===== src/sv/fpd_pkg.sv =====
// fpd_pkg: shared types and constants of the flux pulse digital pll
// used by flux_pulse_dpll_top and fpd_divider; depends on nothing else
package fpd_pkg;

    // parameter defaults
    localparam int TICK_BITS_DEF = 16;
    localparam int MAX_CELLS_DEF = 4;

    // fixed field widths
    localparam int REG_W       = 16;  // window, pivot, gain registers
    localparam int MAXERR_W    = 24;  // sync loss limit register
    localparam int EST_W       = 20;  // bitcell estimate, sixteenths of a tick
    localparam int FRAC_W      = 4;   // sixteenths
    localparam int PE_OUT_W    = 23;  // reported phase error
    localparam int CNT_W       = 32;  // saturating event counters
    localparam int CELLS_OUT_W = 3;
    localparam int KIND_W      = 2;
    localparam int CFG_IDX_W   = 3;
    localparam int CFG_DATA_W  = 24;

    localparam int PE_OUT_MAX = 4194303;
    localparam int PE_OUT_MIN = -4194304;

    // register reset values
    localparam logic [REG_W-1:0]    WMIN_RST   = 16'd44;
    localparam logic [REG_W-1:0]    WMAX_RST   = 16'd52;
    localparam logic [REG_W-1:0]    PIVOT_RST  = 16'd48;
    localparam logic [REG_W-1:0]    SNUM_RST   = 16'd16;
    localparam logic [REG_W-1:0]    SDEN_RST   = 16'd16;
    localparam logic [REG_W-1:0]    FNUM_RST   = 16'd32;
    localparam logic [REG_W-1:0]    FDEN_RST   = 16'd32;
    localparam logic [MAXERR_W-1:0] MAXERR_RST = 24'd192;

    // register indexes
    localparam logic [CFG_IDX_W-1:0] CFG_WMIN   = 3'd0;
    localparam logic [CFG_IDX_W-1:0] CFG_WMAX   = 3'd1;
    localparam logic [CFG_IDX_W-1:0] CFG_PIVOT  = 3'd2;
    localparam logic [CFG_IDX_W-1:0] CFG_SNUM   = 3'd3;
    localparam logic [CFG_IDX_W-1:0] CFG_SDEN   = 3'd4;
    localparam logic [CFG_IDX_W-1:0] CFG_FNUM   = 3'd5;
    localparam logic [CFG_IDX_W-1:0] CFG_FDEN   = 3'd6;
    localparam logic [CFG_IDX_W-1:0] CFG_MAXERR = 3'd7;

    // item kinds
    localparam logic [KIND_W-1:0] KIND_PULSE = 2'd0;
    localparam logic [KIND_W-1:0] KIND_FULL  = 2'd1;
    localparam logic [KIND_W-1:0] KIND_SOFT  = 2'd2;

    typedef enum logic [2:0] {
        S_IDLE,
        S_CELLS,
        S_PHASE,
        S_MUL,
        S_ADD,
        S_DIV,
        S_CLAMP,
        S_FIN
    } state_t;

    // handshake between sequencer and divider
    typedef struct packed {
        logic start;
    } div_ctl_t;

    typedef struct packed {
        logic busy;
    } div_sts_t;

endpackage


===== src/sv/fpd_divider.sv =====
// fpd_divider: restoring unsigned divider, one quotient bit per cycle
// depends on fpd_pkg for the control and status structs
module fpd_divider #(
    parameter int DVD_W = 38,
    parameter int DSR_W = 16
) (
    input  logic                clk,
    input  logic                rst_n,
    input  fpd_pkg::div_ctl_t   ctl,
    input  logic [DVD_W-1:0]    dividend,
    input  logic [DSR_W-1:0]    divisor,
    output fpd_pkg::div_sts_t   sts,
    output logic [DVD_W-1:0]    quotient
);
    import fpd_pkg::*;

    localparam int CNT_BITS = $clog2(DVD_W + 1);

    logic                busy_reg, busy_next;
    logic [CNT_BITS-1:0] cnt_reg, cnt_next;
    logic [DSR_W-1:0]    rem_reg, rem_next;
    logic [DSR_W-1:0]    dsr_reg, dsr_next;
    logic [DVD_W-1:0]    quo_reg, quo_next;

    logic [DSR_W:0] shifted;
    logic [DSR_W:0] diff;
    logic           fits;

    assign shifted = {rem_reg, quo_reg[DVD_W-1]};
    assign diff    = shifted - {1'b0, dsr_reg};
    assign fits    = shifted >= {1'b0, dsr_reg};

    always_comb
    begin
        busy_next = busy_reg;
        cnt_next  = cnt_reg;
        rem_next  = rem_reg;
        dsr_next  = dsr_reg;
        quo_next  = quo_reg;
        if (ctl.start)
        begin
            busy_next = 1'b1;
            cnt_next  = CNT_BITS'(DVD_W);
            rem_next  = '0;
            dsr_next  = divisor;
            quo_next  = dividend;
        end
        else if (busy_reg)
        begin
            quo_next  = {quo_reg[DVD_W-2:0], fits};
            rem_next  = fits ? diff[DSR_W-1:0] : shifted[DSR_W-1:0];
            cnt_next  = cnt_reg - 1'b1;
            busy_next = (cnt_reg != CNT_BITS'(1));
        end
    end

    always_ff @(posedge clk or negedge rst_n)
    begin
        if (!rst_n)
        begin
            busy_reg <= 1'b0;
            cnt_reg  <= '0;
        end
        else
        begin
            busy_reg <= busy_next;
            cnt_reg  <= cnt_next;
        end
    end

    always_ff @(posedge clk)
    begin
        rem_reg <= rem_next;
        dsr_reg <= dsr_next;
        quo_reg <= quo_next;
    end

    assign sts.busy = busy_reg;
    assign quotient = quo_reg;

endmodule


===== src/sv/flux_pulse_dpll_top.sv =====
// flux_pulse_dpll_top: digital pll turning floppy flux intervals into bitcell counts
// depends on fpd_pkg and fpd_divider
//
//  channel  direction  handshake           payload
//  in       input      in_valid/in_stall   kind, pulse_ticks
//  out      output     out_valid/out_stall cells, pulse_fault, range_error, sync_loss,
//                                          phase_offset, bitcell_estimate,
//                                          error_count, sync_loss_count
//  cfg      input      cfg_we              cfg_index, cfg_data
//
// one item at a time: in_stall is high from acceptance until the result is loaded
// from acceptance to the output register load: reset items, unknown kinds and
//   rejected pulses go straight to the final state, pulses below window_min pass
//   the phase state, retuned pulses step through the cells, phase, mul, add, div
//   and clamp states, the bit-serial divider doing the gain ratio; then back to idle
// rst_n clears the sequencer and counters at once, sets the estimate to sixteen times
//   the default pivot and loads register defaults
// a stalled result sits in the output register; the next item is accepted meanwhile and
//   waits in the final state until the output register frees up
module flux_pulse_dpll_top #(
    parameter int TICK_BITS = fpd_pkg::TICK_BITS_DEF,
    parameter int MAX_CELLS = fpd_pkg::MAX_CELLS_DEF
) (
    input  logic                              clk,
    input  logic                              rst_n,
    // input items
    input  logic                              in_valid,
    output logic                              in_stall,
    input  logic [fpd_pkg::KIND_W-1:0]        kind,
    input  logic [TICK_BITS-1:0]              pulse_ticks,
    // result items
    output logic                              out_valid,
    input  logic                              out_stall,
    output logic [fpd_pkg::CELLS_OUT_W-1:0]   cells,
    output logic                              pulse_fault,
    output logic                              range_error,
    output logic                              sync_loss,
    output logic signed [fpd_pkg::PE_OUT_W-1:0] phase_offset,
    output logic [fpd_pkg::EST_W-1:0]         bitcell_estimate,
    output logic [fpd_pkg::CNT_W-1:0]         error_count,
    output logic [fpd_pkg::CNT_W-1:0]         sync_loss_count,
    // register writes
    input  logic                              cfg_we,
    input  logic [fpd_pkg::CFG_IDX_W-1:0]     cfg_index,
    input  logic [fpd_pkg::CFG_DATA_W-1:0]    cfg_data
);
    import fpd_pkg::*;

    // derived widths
    localparam int CELL_W  = $clog2(MAX_CELLS + 1);
    localparam int ACT_W   = TICK_BITS + FRAC_W;           // pulse in sixteenths
    localparam int PROD_W  = EST_W + CELL_W;               // cells times estimate
    localparam int TRIAL_W = PROD_W + 1;
    localparam int SUM_W   = (ACT_W > TRIAL_W ? ACT_W : TRIAL_W) + 1;
    localparam int PE_W    = SUM_W + 1;                    // raw phase error, signed
    localparam int SYNC_W  = (PE_W > MAXERR_W + 1 ? PE_W : MAXERR_W + 1);
    localparam int RNG_W   = (TICK_BITS > REG_W + 2 ? TICK_BITS : REG_W + 2);
    localparam int MUL_W   = EST_W + REG_W;
    localparam int DVD_W   = (MUL_W > PE_W ? MUL_W : PE_W) + 2;

    localparam logic signed [PE_W-1:0] PE_HI = PE_W'(PE_OUT_MAX);
    localparam logic signed [PE_W-1:0] PE_LO = PE_W'(PE_OUT_MIN);

    // configuration registers
    logic [REG_W-1:0]    wmin_reg, wmax_reg, pivot_reg;
    logic [REG_W-1:0]    snum_reg, sden_reg, fnum_reg, fden_reg;
    logic [MAXERR_W-1:0] maxerr_reg;

    // loop state
    state_t                     state_reg, state_next;
    logic [EST_W-1:0]           est_reg, est_next;
    logic signed [PE_OUT_W-1:0] last_pe_reg, last_pe_next;
    logic [CNT_W-1:0]           rng_cnt_reg, rng_cnt_next;
    logic [CNT_W-1:0]           sync_cnt_reg, sync_cnt_next;

    // per-item working registers
    logic [ACT_W-1:0]           actual_reg, actual_next;
    logic [EST_W-1:0]           div_reg, div_next;
    logic [CELL_W-1:0]          cells_reg, cells_next;
    logic [PROD_W-1:0]          prod_reg, prod_next;
    logic signed [PE_W-1:0]     pe_reg, pe_next;
    logic [MUL_W-1:0]           mul_reg, mul_next;
    logic [REG_W-1:0]           den_reg, den_next;
    logic                       neg_reg, neg_next;
    logic                       rng_reg, rng_next;
    logic                       sync_reg, sync_next;
    logic signed [PE_OUT_W-1:0] pe_out_reg, pe_out_next;

    // output register
    logic                       out_valid_reg, out_valid_next;
    logic [CELLS_OUT_W-1:0]     cells_o_reg, cells_o_next;
    logic                       rng_o_reg, rng_o_next;
    logic                       sync_o_reg, sync_o_next;
    logic signed [PE_OUT_W-1:0] pe_o_reg, pe_o_next;
    logic [EST_W-1:0]           est_o_reg, est_o_next;
    logic [CNT_W-1:0]           rng_cnt_o_reg, rng_cnt_o_next;
    logic [CNT_W-1:0]           sync_cnt_o_reg, sync_cnt_o_next;

    // sequencer outputs
    logic     in_take;
    logic     out_load;
    div_ctl_t div_ctl;
    div_sts_t div_sts;

    // divider
    logic [DVD_W-1:0] div_dividend;
    logic [DVD_W-1:0] div_quotient;

    // combinational helpers
    logic [RNG_W-1:0]       pulse_x, wmin_half_x, wmax_3x, wmin_x;
    logic                   out_of_range;
    logic [EST_W-1:0]       pivot16, wmin16, wmax16, cell_div;
    logic [SUM_W-1:0]       target, trial_x;
    logic [TRIAL_W-1:0]     trial;
    logic [PROD_W-1:0]      prod_used;
    logic signed [PE_W-1:0] pe_now;
    logic signed [SYNC_W-1:0] pe_sx, me_sx;
    logic                   sync_now;
    logic signed [PE_OUT_W-1:0] pe_sat;
    logic signed [DVD_W-1:0] dvd_s;
    logic                   below, above;
    logic [EST_W-1:0]       est_clamped;

    // ---------------------------------------------------------------
    // configuration port
    // ---------------------------------------------------------------
    always_ff @(posedge clk or negedge rst_n)
    begin
        if (!rst_n)
        begin
            wmin_reg   <= WMIN_RST;
            wmax_reg   <= WMAX_RST;
            pivot_reg  <= PIVOT_RST;
            snum_reg   <= SNUM_RST;
            sden_reg   <= SDEN_RST;
            fnum_reg   <= FNUM_RST;
            fden_reg   <= FDEN_RST;
            maxerr_reg <= MAXERR_RST;
        end
        else if (cfg_we)
        begin
            unique case (cfg_index)
                CFG_WMIN:   wmin_reg   <= cfg_data[REG_W-1:0];
                CFG_WMAX:   wmax_reg   <= cfg_data[REG_W-1:0];
                CFG_PIVOT:  pivot_reg  <= cfg_data[REG_W-1:0];
                CFG_SNUM:   snum_reg   <= cfg_data[REG_W-1:0];
                CFG_SDEN:   sden_reg   <= cfg_data[REG_W-1:0];
                CFG_FNUM:   fnum_reg   <= cfg_data[REG_W-1:0];
                CFG_FDEN:   fden_reg   <= cfg_data[REG_W-1:0];
                CFG_MAXERR: maxerr_reg <= cfg_data[MAXERR_W-1:0];
                default:    ;
            endcase
        end
    end

    // ---------------------------------------------------------------
    // combinational helpers
    // ---------------------------------------------------------------
    // accept window is half of window_min up to three times window_max
    assign pulse_x      = RNG_W'(pulse_ticks);
    assign wmin_x       = RNG_W'(wmin_reg);
    assign wmin_half_x  = RNG_W'(wmin_reg >> 1);
    assign wmax_3x      = RNG_W'(wmax_reg) + RNG_W'({wmax_reg, 1'b0});
    assign out_of_range = (pulse_x < wmin_half_x) || (pulse_x > wmax_3x);

    assign pivot16 = {pivot_reg, {FRAC_W{1'b0}}};
    assign wmin16  = {wmin_reg, {FRAC_W{1'b0}}};
    assign wmax16  = {wmax_reg, {FRAC_W{1'b0}}};

    // rounding divisor: estimate, else nominal cell, else one
    always_comb
    begin
        if (est_reg != '0)
            cell_div = est_reg;
        else if (pivot_reg != '0)
            cell_div = pivot16;
        else
            cell_div = EST_W'(1);
    end

    // cells >= k while pulse + half a cell reaches k cells
    assign target  = SUM_W'(actual_reg) + SUM_W'(div_reg >> 1);
    assign trial   = TRIAL_W'(prod_reg) + TRIAL_W'(div_reg);
    assign trial_x = SUM_W'(trial);

    // a zero estimate contributes nothing to the expected position
    assign prod_used = (est_reg == '0) ? '0 : prod_reg;
    assign pe_now    = $signed(PE_W'(actual_reg)) - $signed(PE_W'(prod_used));

    assign pe_sx    = SYNC_W'(pe_now);
    assign me_sx    = $signed(SYNC_W'(maxerr_reg));
    assign sync_now = (pe_sx > me_sx) || (pe_sx < -me_sx);

    always_comb
    begin
        if (pe_now > PE_HI)
            pe_sat = PE_OUT_W'(PE_HI);
        else if (pe_now < PE_LO)
            pe_sat = PE_OUT_W'(PE_LO);
        else
            pe_sat = pe_now[PE_OUT_W-1:0];
    end

    // retune dividend: estimate times gain numerator plus phase error
    assign dvd_s        = $signed(DVD_W'(mul_reg)) + DVD_W'(pe_reg);
    assign div_dividend = dvd_s[DVD_W-1] ? DVD_W'(-dvd_s) : DVD_W'(dvd_s);

    // clamp low first, low wins
    assign below = (neg_reg && (div_quotient != '0)) || (div_quotient < DVD_W'(wmin16));
    assign above = !below && (div_quotient > DVD_W'(wmax16));

    always_comb
    begin
        if (above)
            est_clamped = wmax16;
        else if (below)
            est_clamped = (wmin16 > wmax16) ? wmax16 : wmin16;
        else
            est_clamped = div_quotient[EST_W-1:0];
    end

    // ---------------------------------------------------------------
    // sequencer: next state
    // ---------------------------------------------------------------
    always_comb
    begin
        state_next = state_reg;
        unique case (state_reg)
            S_IDLE:
            begin
                if (in_valid)
                begin
                    if (kind == KIND_PULSE && !out_of_range)
                        state_next = (pulse_x >= wmin_x) ? S_CELLS : S_PHASE;
                    else
                        state_next = S_FIN;
                end
            end
            S_CELLS:
            begin
                if (!((cells_reg < CELL_W'(MAX_CELLS)) && (target >= trial_x)))
                    state_next = S_PHASE;
            end
            S_PHASE: state_next = (cells_reg != '0) ? S_MUL : S_FIN;
            S_MUL:   state_next = S_ADD;
            S_ADD:   state_next = S_DIV;
            S_DIV:
            begin
                if (!div_sts.busy)
                    state_next = S_CLAMP;
            end
            S_CLAMP: state_next = S_FIN;
            S_FIN:
            begin
                if (out_load)
                    state_next = S_IDLE;
            end
            default: state_next = S_IDLE;
        endcase
    end

    // ---------------------------------------------------------------
    // sequencer: control outputs
    // ---------------------------------------------------------------
    always_comb
    begin
        in_stall      = (state_reg != S_IDLE);
        in_take       = in_valid && (state_reg == S_IDLE);
        div_ctl.start = (state_reg == S_ADD);
        out_load      = (state_reg == S_FIN) && (!out_valid_reg || !out_stall);
    end

    // ---------------------------------------------------------------
    // datapath next values
    // ---------------------------------------------------------------
    always_comb
    begin
        est_next      = est_reg;
        last_pe_next  = last_pe_reg;
        rng_cnt_next  = rng_cnt_reg;
        sync_cnt_next = sync_cnt_reg;
        actual_next   = actual_reg;
        div_next      = div_reg;
        cells_next    = cells_reg;
        prod_next     = prod_reg;
        pe_next       = pe_reg;
        mul_next      = mul_reg;
        den_next      = den_reg;
        neg_next      = neg_reg;
        rng_next      = rng_reg;
        sync_next     = sync_reg;
        pe_out_next   = pe_out_reg;

        case (state_reg)
            S_IDLE:
            begin
                if (in_take)
                begin
                    rng_next    = 1'b0;
                    sync_next   = 1'b0;
                    cells_next  = '0;
                    pe_out_next = '0;
                    case (kind)
                        KIND_FULL:
                        begin
                            est_next      = pivot16;
                            last_pe_next  = '0;
                            rng_cnt_next  = '0;
                            sync_cnt_next = '0;
                        end
                        KIND_SOFT:
                            last_pe_next = '0;
                        KIND_PULSE:
                        begin
                            if (out_of_range)
                            begin
                                rng_next = 1'b1;
                                if (rng_cnt_reg != '1)
                                    rng_cnt_next = rng_cnt_reg + 1'b1;
                            end
                            else
                            begin
                                actual_next = {pulse_ticks, {FRAC_W{1'b0}}};
                                div_next    = cell_div;
                                if (pulse_x >= wmin_x)
                                begin
                                    cells_next = CELL_W'(1);
                                    prod_next  = PROD_W'(cell_div);
                                end
                                else
                                    prod_next = '0;
                            end
                        end
                        default:
                            pe_out_next = last_pe_reg;  // unknown kind reports state
                    endcase
                end
            end
            S_CELLS:
            begin
                if ((cells_reg < CELL_W'(MAX_CELLS)) && (target >= trial_x))
                begin
                    cells_next = cells_reg + 1'b1;
                    prod_next  = trial[PROD_W-1:0];
                end
            end
            S_PHASE:
            begin
                pe_next      = pe_now;
                pe_out_next  = pe_sat;
                last_pe_next = pe_sat;
                sync_next    = sync_now;
                if (sync_now && (sync_cnt_reg != '1))
                    sync_cnt_next = sync_cnt_reg + 1'b1;
            end
            S_MUL:
            begin
                // early pulse takes the slow gain, late pulse the fast one
                if (pe_reg[PE_W-1])
                begin
                    mul_next = MUL_W'(est_reg) * MUL_W'(snum_reg);
                    den_next = (sden_reg == '0) ? REG_W'(1) : sden_reg;
                end
                else
                begin
                    mul_next = MUL_W'(est_reg) * MUL_W'(fnum_reg);
                    den_next = (fden_reg == '0) ? REG_W'(1) : fden_reg;
                end
            end
            S_ADD:
                neg_next = dvd_s[DVD_W-1];
            S_CLAMP:
                est_next = est_clamped;
            default: ;
        endcase
    end

    // output register: hold while stalled
    always_comb
    begin
        out_valid_next  = out_load || (out_valid_reg && out_stall);
        cells_o_next    = cells_o_reg;
        rng_o_next      = rng_o_reg;
        sync_o_next     = sync_o_reg;
        pe_o_next       = pe_o_reg;
        est_o_next      = est_o_reg;
        rng_cnt_o_next  = rng_cnt_o_reg;
        sync_cnt_o_next = sync_cnt_o_reg;
        if (out_load)
        begin
            cells_o_next    = CELLS_OUT_W'(cells_reg);
            rng_o_next      = rng_reg;
            sync_o_next     = sync_reg;
            pe_o_next       = pe_out_reg;
            est_o_next      = est_reg;
            rng_cnt_o_next  = rng_cnt_reg;
            sync_cnt_o_next = sync_cnt_reg;
        end
    end

    // ---------------------------------------------------------------
    // registers
    // ---------------------------------------------------------------
    always_ff @(posedge clk or negedge rst_n)
    begin
        if (!rst_n)
        begin
            state_reg     <= S_IDLE;
            est_reg       <= {PIVOT_RST, {FRAC_W{1'b0}}};
            last_pe_reg   <= '0;
            rng_cnt_reg   <= '0;
            sync_cnt_reg  <= '0;
            out_valid_reg <= 1'b0;
        end
        else
        begin
            state_reg     <= state_next;
            est_reg       <= est_next;
            last_pe_reg   <= last_pe_next;
            rng_cnt_reg   <= rng_cnt_next;
            sync_cnt_reg  <= sync_cnt_next;
            out_valid_reg <= out_valid_next;
        end
    end

    always_ff @(posedge clk)
    begin
        actual_reg     <= actual_next;
        div_reg        <= div_next;
        cells_reg      <= cells_next;
        prod_reg       <= prod_next;
        pe_reg         <= pe_next;
        mul_reg        <= mul_next;
        den_reg        <= den_next;
        neg_reg        <= neg_next;
        rng_reg        <= rng_next;
        sync_reg       <= sync_next;
        pe_out_reg     <= pe_out_next;
        cells_o_reg    <= cells_o_next;
        rng_o_reg      <= rng_o_next;
        sync_o_reg     <= sync_o_next;
        pe_o_reg       <= pe_o_next;
        est_o_reg      <= est_o_next;
        rng_cnt_o_reg  <= rng_cnt_o_next;
        sync_cnt_o_reg <= sync_cnt_o_next;
    end

    // gain ratio divider, one quotient bit per cycle
    fpd_divider #(
        .DVD_W (DVD_W),
        .DSR_W (REG_W)
    ) u_div (
        .clk      (clk),
        .rst_n    (rst_n),
        .ctl      (div_ctl),
        .dividend (div_dividend),
        .divisor  (den_reg),
        .sts      (div_sts),
        .quotient (div_quotient)
    );

    // ports
    assign out_valid        = out_valid_reg;
    assign cells            = cells_o_reg;
    assign pulse_fault      = rng_o_reg || sync_o_reg;
    assign range_error      = rng_o_reg;
    assign sync_loss        = sync_o_reg;
    assign phase_offset     = pe_o_reg;
    assign bitcell_estimate = est_o_reg;
    assign error_count      = rng_cnt_o_reg;
    assign sync_loss_count  = sync_cnt_o_reg;

`ifndef NO_ASSERTIONS
    // an accepted item always leaves idle
    a_take_leaves_idle: assert property (@(posedge clk) disable iff (!rst_n)
        (in_valid && !in_stall) |=> (state_reg != S_IDLE))
        else $error("accepted item did not start the sequencer");

    // divider only runs while the sequencer waits for it
    a_div_owned: assert property (@(posedge clk) disable iff (!rst_n)
        div_sts.busy |-> (state_reg == S_DIV))
        else $error("divider busy outside the divide state");

    // a rejected pulse spans no cells and is no sync loss
    a_reject_clean: assert property (@(posedge clk) disable iff (!rst_n)
        (out_valid_reg && rng_o_reg) |-> ((cells_o_reg == '0) && !sync_o_reg))
        else $error("rejected pulse reported cells or sync loss");

    // retuned cell count never exceeds the limit
    a_cells_bound: assert property (@(posedge clk) disable iff (!rst_n)
        (state_reg == S_PHASE) |-> (cells_reg <= CELL_W'(MAX_CELLS)))
        else $error("cell count above the limit");
`endif

endmodule

===== config.mk =====
export PLATFORM = sky130hd
export DESIGN_NAME = flux_pulse_dpll_top
export DESIGN_NICKNAME = d
export VERILOG_FILES = /design/src/sv/fpd_pkg.sv /design/src/sv/fpd_divider.sv /design/src/sv/flux_pulse_dpll_top.sv
export SDC_FILE = /design/constraint.sdc
export NUM_CORES = 2
export LEC_CHECK = 0
export BUFFER_PORTS_ARGS = -buffer_cell sky130_fd_sc_hd__buf_2
export CAP_MARGIN = 25
export CORE_UTILIZATION = 51
export CTS_CLUSTER_SIZE = 8
export DETAILED_ROUTE_END_ITERATION = 12
export GPL_TIMING_DRIVEN = 0
export PLACE_DENSITY = 0.72
export RECOVER_POWER = 25
export SLEW_MARGIN = 40
export SYNTH_ARGS = -nofsm -noshare
export SYNTH_HDL_FRONTEND = slang
export SYNTH_HIERARCHICAL = 1
export SYNTH_SLANG_ARGS = --single-unit

===== constraint.sdc =====
create_clock -name clk -period 6.7 [get_ports clk]
set_input_delay 1.34 -clock clk [delete_from_list [all_inputs] [get_ports clk]]
set_output_delay 1.34 -clock clk [all_outputs]
set_load 0.1 [all_outputs]

======== After elaboration in Yosys (flattened, before gate mapping) ========
Index checks and enable logic that the tools add are counted.
storage, ports and cells
  register bits after elaboration ......... 600
  logic and storage cells ................. 210
operators by class
  bitwise logic cells ..................... 1
  reduce and logical (&&, ||, !) cells .... 54
  equality and inequality tests ........... 32
  muxes and demuxes ....................... 59
  magnitude comparators ................... 13
  $mul .................................... 2
  add/sub/neg operators ................... 12
operator list
  cell                   number
  $mux 23                11
  $mux 20                8
  $mux 32                5
  $pmux 23 s2            3
  $pmux 32 s2            2
  $mux 38                3
  $mul 20x16->36         2
  $add 32x1->32 const B  2
  $mux 16                4
  $ne 32x32->1 const B   2
  $pmux 20 s2            1
  $add 37x24->38         1
  $gt 38x20->1           1
  $lt 38x20->1           1
  $neg 38->38            1
  $reduce_bool 38->1     1
  $mux 36                1
  $logic_not 16->1       2
  $lt 24x26->1           1
  $neg 24->26            1
  $gt 24x25->1           1
  $add 23x20->24         1
  $eq 3x3->1 const B     8
  $ge 21x24->1           1
  45 further kinds       109

======== Depth between registers and ports, before layout ========
  word-level depth ........................ 8
  gate-level depth with buffers ........... 33
  depth with buffers taken out ............ 29

======== Cells and area by module ========
Netlist, hierarchy kept.
modules (own cells, without submodules)
  module               cells each  sequential area each (um^2)  area each (um^2)  instances
  flux_pulse_dpll_top  5,338       14,488.9                     51,179.1          1
  fpd_divider          338         2,117.0                      4,028.9           1

======== Worst setup path after synthesis ========
No wires, ideal clock.
  kind .................................... input to register
  start ................................... input out_stall
  end ..................................... register est_o_reg[0], in the netlist bitcell_estimate[0] (enable)
  data arrival time ....................... 6.655 ns
  buffers on the path ..................... 0
  setup time .............................. 0.621 ns
  required time ........................... 6.079 ns
  cell stages on the path ................. 1
  slack ................................... -0.577 ns
  path through ............................ a21oi_1
on the way
  cells in the longest elaborated chain, start to end .. 3
RTL lines
  item                  line                        RTL
  from (decl)           flux_pulse_dpll_top.sv:33   input logic out_stall,
  $logic_not 1->1       flux_pulse_dpll_top.sv:270  out_load = (state_reg == S_FIN) && (!out_valid_reg || !out_stall);
  $logic_or 1x1->1      flux_pulse_dpll_top.sv:270
  $logic_and 1x1->1     flux_pulse_dpll_top.sv:270
  to (signal assigned)  flux_pulse_dpll_top.sv:443  est_o_reg <= est_o_next;
  to (decl)             flux_pulse_dpll_top.sv:95   logic [EST_W-1:0] est_o_reg, est_o_next;
No other way between the ends.
A chain may end at the register's enable or synchronous reset.

======== Worst setup path after layout ========
  start ................................... register est_reg[3]
  end ..................................... register sync_cnt_reg[25]
on the way
  cells in the longest elaborated chain, start to end .. 8
  elaborated cells on any way between the ends .. 9
  those cells by class .................... 1 x add/sub; 2 x order compare; 1 x eq/ne; 1 x mux; 4 x reduce/logical
RTL lines
  item                                          line                        RTL
  from (decl)                                   flux_pulse_dpll_top.sv:71   logic [EST_W-1:0] est_reg, est_next;
  from (signal assigned)                        flux_pulse_dpll_top.sv:409  est_reg <= {PIVOT_RST, {FRAC_W{1'b0}}};
  from (signal assigned)                        flux_pulse_dpll_top.sv:418  est_reg <= est_next;
  $logic_not 20->1 *                            flux_pulse_dpll_top.sv:187  assign prod_used = (est_reg == '0) ? '0 : prod_reg;
  $mux 23 *                                     flux_pulse_dpll_top.sv:187
  $sub 20x23->24 *                              flux_pulse_dpll_top.sv:188  assign pe_now = $signed(PE_W'(actual_reg)) - $signed(PE_W'(prod_used));
  via pe_now[15]                                flux_pulse_dpll_top.sv:116  logic signed [PE_W-1:0] pe_now;
  $lt 24x26->1 or $gt 24x25->1 (tied branches)  flux_pulse_dpll_top.sv:192  assign sync_now = (pe_sx > me_sx) || (pe_sx < -me_sx);
  $logic_or 1x1->1 *                            flux_pulse_dpll_top.sv:192
  $logic_and 1x1->1 *                           flux_pulse_dpll_top.sv:353  if (sync_now && (sync_cnt_reg != '1))
  $ne 2x2->1 (no source line) *                 --
  $reduce_and 4->1 (no source line) *           --
  to (signal assigned)                          flux_pulse_dpll_top.sv:421  sync_cnt_reg <= sync_cnt_next;
  to (decl)                                     flux_pulse_dpll_top.sv:74   logic [CNT_W-1:0] sync_cnt_reg, sync_cnt_next;
Mark *: on every way through the listed nets, which the timed path passes. The rest lies on a longest branch.

==> impl_results.md <==
* FP Rows at 120
* CTS tree: yes
* Syn_nets at 6735
* Total Routing Usage GR at a little under a third
* Largest net degree at the start of global routing at 69
* Detailed Routing Iterations Pass 1 at 8
* Syn Area/Cell at 9.73 sq um
* DRC violations left at 0
* Share of post-route cells with drive strength above 1 at 17.0%
* Initial antenna violation count at 13
* DR vias/cell at 5.92
* Worst Path Required at 7.22 ns
* Final slew viol count at 67
* Ports at 165
* Htree depth at 3
* Max_cap viols at 1
* Worst Reg-to-Reg Cells at 30
* Unrepaired setup endpoints after global routing: true
* Fin. Hold Viols at 0
* Setup Viol. Count Final at 43
* Clock net sink count at 600
* Layout Utilization at 60.4%
* Gr ovfl total at 0
* CTS Buffer Depth at 3
* Starting Density at 51.5%
* Number of synthesized register bits at 600
* Post-synth ARST share at 42.3%
* Final Skew at 0.0574 ns
* Post-synthesis instance total at 5676
* Min-delay src: den_reg[2]
* Failing checks: capacitance limit, slew limit, setup timing
* Hpwl dp at 129000 um
* Netlist cell types at 97
* Post-layout min period at 7.14 ns
* Wire length per cell at 23.1 um
* Hold EP: u_div/dsr_reg[2]
* CTS buffer count at 86
* Via Count at roughly 45000
* Critical Path AT at 7.66 ns
* Setup crit start kind: register
* Final wirelength at 175000 um
* End of the worst register-to-register path: sync_cnt_reg[25]
* CP peak stage delay at 0.43 ns
* Buffers & Inverters on Critical Path at 6
* First-pass GRT wire length at 257000 um
* Hold slack at roughly 0.40 ns
* # nets final at between 7000 and 8000
* Worst-path fanout max at 8
* R2R Setup Slk at -0.44 ns
* CP max stage cell: dfrtp_2
* Fmax at 0.140 GHz
* Chip width at 331 um
* Worst slack, placed at -1.84 ns
* Root Buffer: clkbuf_16
* Endpoint class of the critical path: register
* Worst Tran Pin Value at 4.04 ns
* First DRT Iteration DRCs at 4047
* Fin crit share at 107%
* GPL Wtd Cong at a little under 1
* Die span in y at 331 um
* Post-synth EDFFs at 330
* Die area at 110000 sq um
* Final ANT Viol Nets at 0
* Core outline area at 107000 sq um
* Status: finished with violations
* Layout area overhead at 17.4%
* IO buf count at 160
* Max reg flops at 38
* Reg-to-Reg Start: est_reg[3]
* Slew HR at -169%
* Setup TNS at -14.13 ns
* Critical path class: register to register
* Clk_lat worst skew at 0.67 ns
* Sequential area share after synthesis at around 30%
* Cell area after synthesis at 55200 sq um
* Worst hold path type: register to register
* Hold Path Depth at 0
* Warnings from Yosys at 6
* Number of global-route vias before repair at 43800
* Crit path max-delay family: compound AO/OA/AOI/OAI gates
* Synth Flop Type: edfxtp_1
* Reg clk slew, reported paths at 0.05 ns
* Worst setup margin at -0.436 ns
metrics by stage:
| stage | std cells | cell area (sq um) |
|---|---|---|
| 2_1_floorplan | 5676 | 55200 |
| 3_3_place_gp | 7239 | 57800 |
| 3_5_place_dp | 7261 | 58200 |
| 4_1_cts | 7495 | 63100 |
| 5_1_grt | 7564 | 64800 |
| 6_report | 7565 | 64800 |
synthesized netlist by cell type (34+ instances only):
cell / number / area (sq um)
and2_1: 285 / 1780
mux2i_1: 36 / 360
o21ai_1: 40 / 200
o21ai_0: 187 / 936
dfrtp_1: 238 / 5960
nand4_1: 59 / 369
nor3_1: 64 / 320
nand2b_1: 46 / 288
mux2_2: 155 / 1750
a21oi_1: 229 / 1150
a31oi_1: 46 / 288
o21bai_1: 36 / 270
edfxtp_1: 330 / 9910
nor4_1: 34 / 213
nor2_1: 267 / 1000
nand2_1: 686 / 2570
fa_1: 505 / 10100
xor2_1: 100 / 876
xnor2_1: 156 / 1370
a21o_1: 120 / 901
inv_1: 762 / 2860
clkbuf_1: 228 / 856
and3_1: 48 / 300
nand3_1: 83 / 415
ha_1: 504 / 6310
logic make-up (layout without fill, tap and decap cells):
logic type               after synthesis  count (layout)  share of synthesized area [%]
AND/OR/NAND/NOR                     1700            1700                           14.9
buffers and inverters               1018            1502                           6.97
adder cells (fa/ha/maj)             1011            1011                           29.8
AO/OA/AOI/OAI                        900             900                           10.4
flip-flops                           600             600                           30.1
XOR/XNOR                             256             256                           4.06
multiplexers                         191             191                           3.81
other                                  0               2                              0
cell type report:
| type | count | area, sq um |
|---|---|---|
| Clock inverter | 8 | 148 |
| Timing Repair Buffer | 334 | 2430 |
| Clock buffer | 153 | 2430 |
| Multi-Input combinational cell | 4058 | 36600 |
| Inverter | 764 | 2870 |
| Sequential cell | 600 | 16600 |
| Antenna cell | 2 | 5.00 |
| Buffer | 243 | 1910 |
| Tap cell | 1403 | 1760 |
| Fill cell | 8683 | 42400 |
worst max-delay path by stage:
stage,from,endpoint,slack [ns],cells after the start
2_1_floorplan,est_reg[9],mul_reg[34],-0.1,25
3_3_place_gp,est_reg[19],sync_cnt_reg[14],-1.87,31
3_5_place_dp,est_reg[10],mul_reg[35],-1.84,25
4_1_cts,est_reg[9],mul_reg[34],-0.24,24
5_1_grt,est_reg[3],sync_cnt_reg[29],-0.60,31
6_report,est_reg[3],sync_cnt_reg[25],-0.44,30
timing repair:
item / CTS / global route
pin swaps: 112 / 151
gates cloned: 3 / 4
resized for setup: 421 / 295
endpoints found under the setup margin: 57 / 47
buffers inserted: 83 / 69
hold buffers: 0 / 0
metal layers:
metal / wire [um] / vias to the layer above / GRT usage, %
met1: 65600 / 22100 / 38.3
met2: 81900 / 2199 / 50.6
met3: 14700 / 611 / 5.80
li1: - / 19800 / -
met4: 12700 / 4 / 20.2
met5: 30 / - / 0
cell usage in the layout (no fill, tap or decap), types with 124 or more instances in the layout:
master,synthesis,final
a21oi_1,229,195
and2_1,285,265
buf_2,7,154
buf_4,3,124
clkbuf_1,228,196
dfrtp_1,238,225
edfxtp_1,330,330
fa_1,505,492
ha_1,504,468
inv_1,762,734
mux2_2,155,155
nand2_1,686,670
nor2_1,267,259
o21ai_0,187,157
xnor2_1,156,143
Power is not shown: default switching activity piles up to over one toggle a cycle in this logic, so the estimate is an artifact.
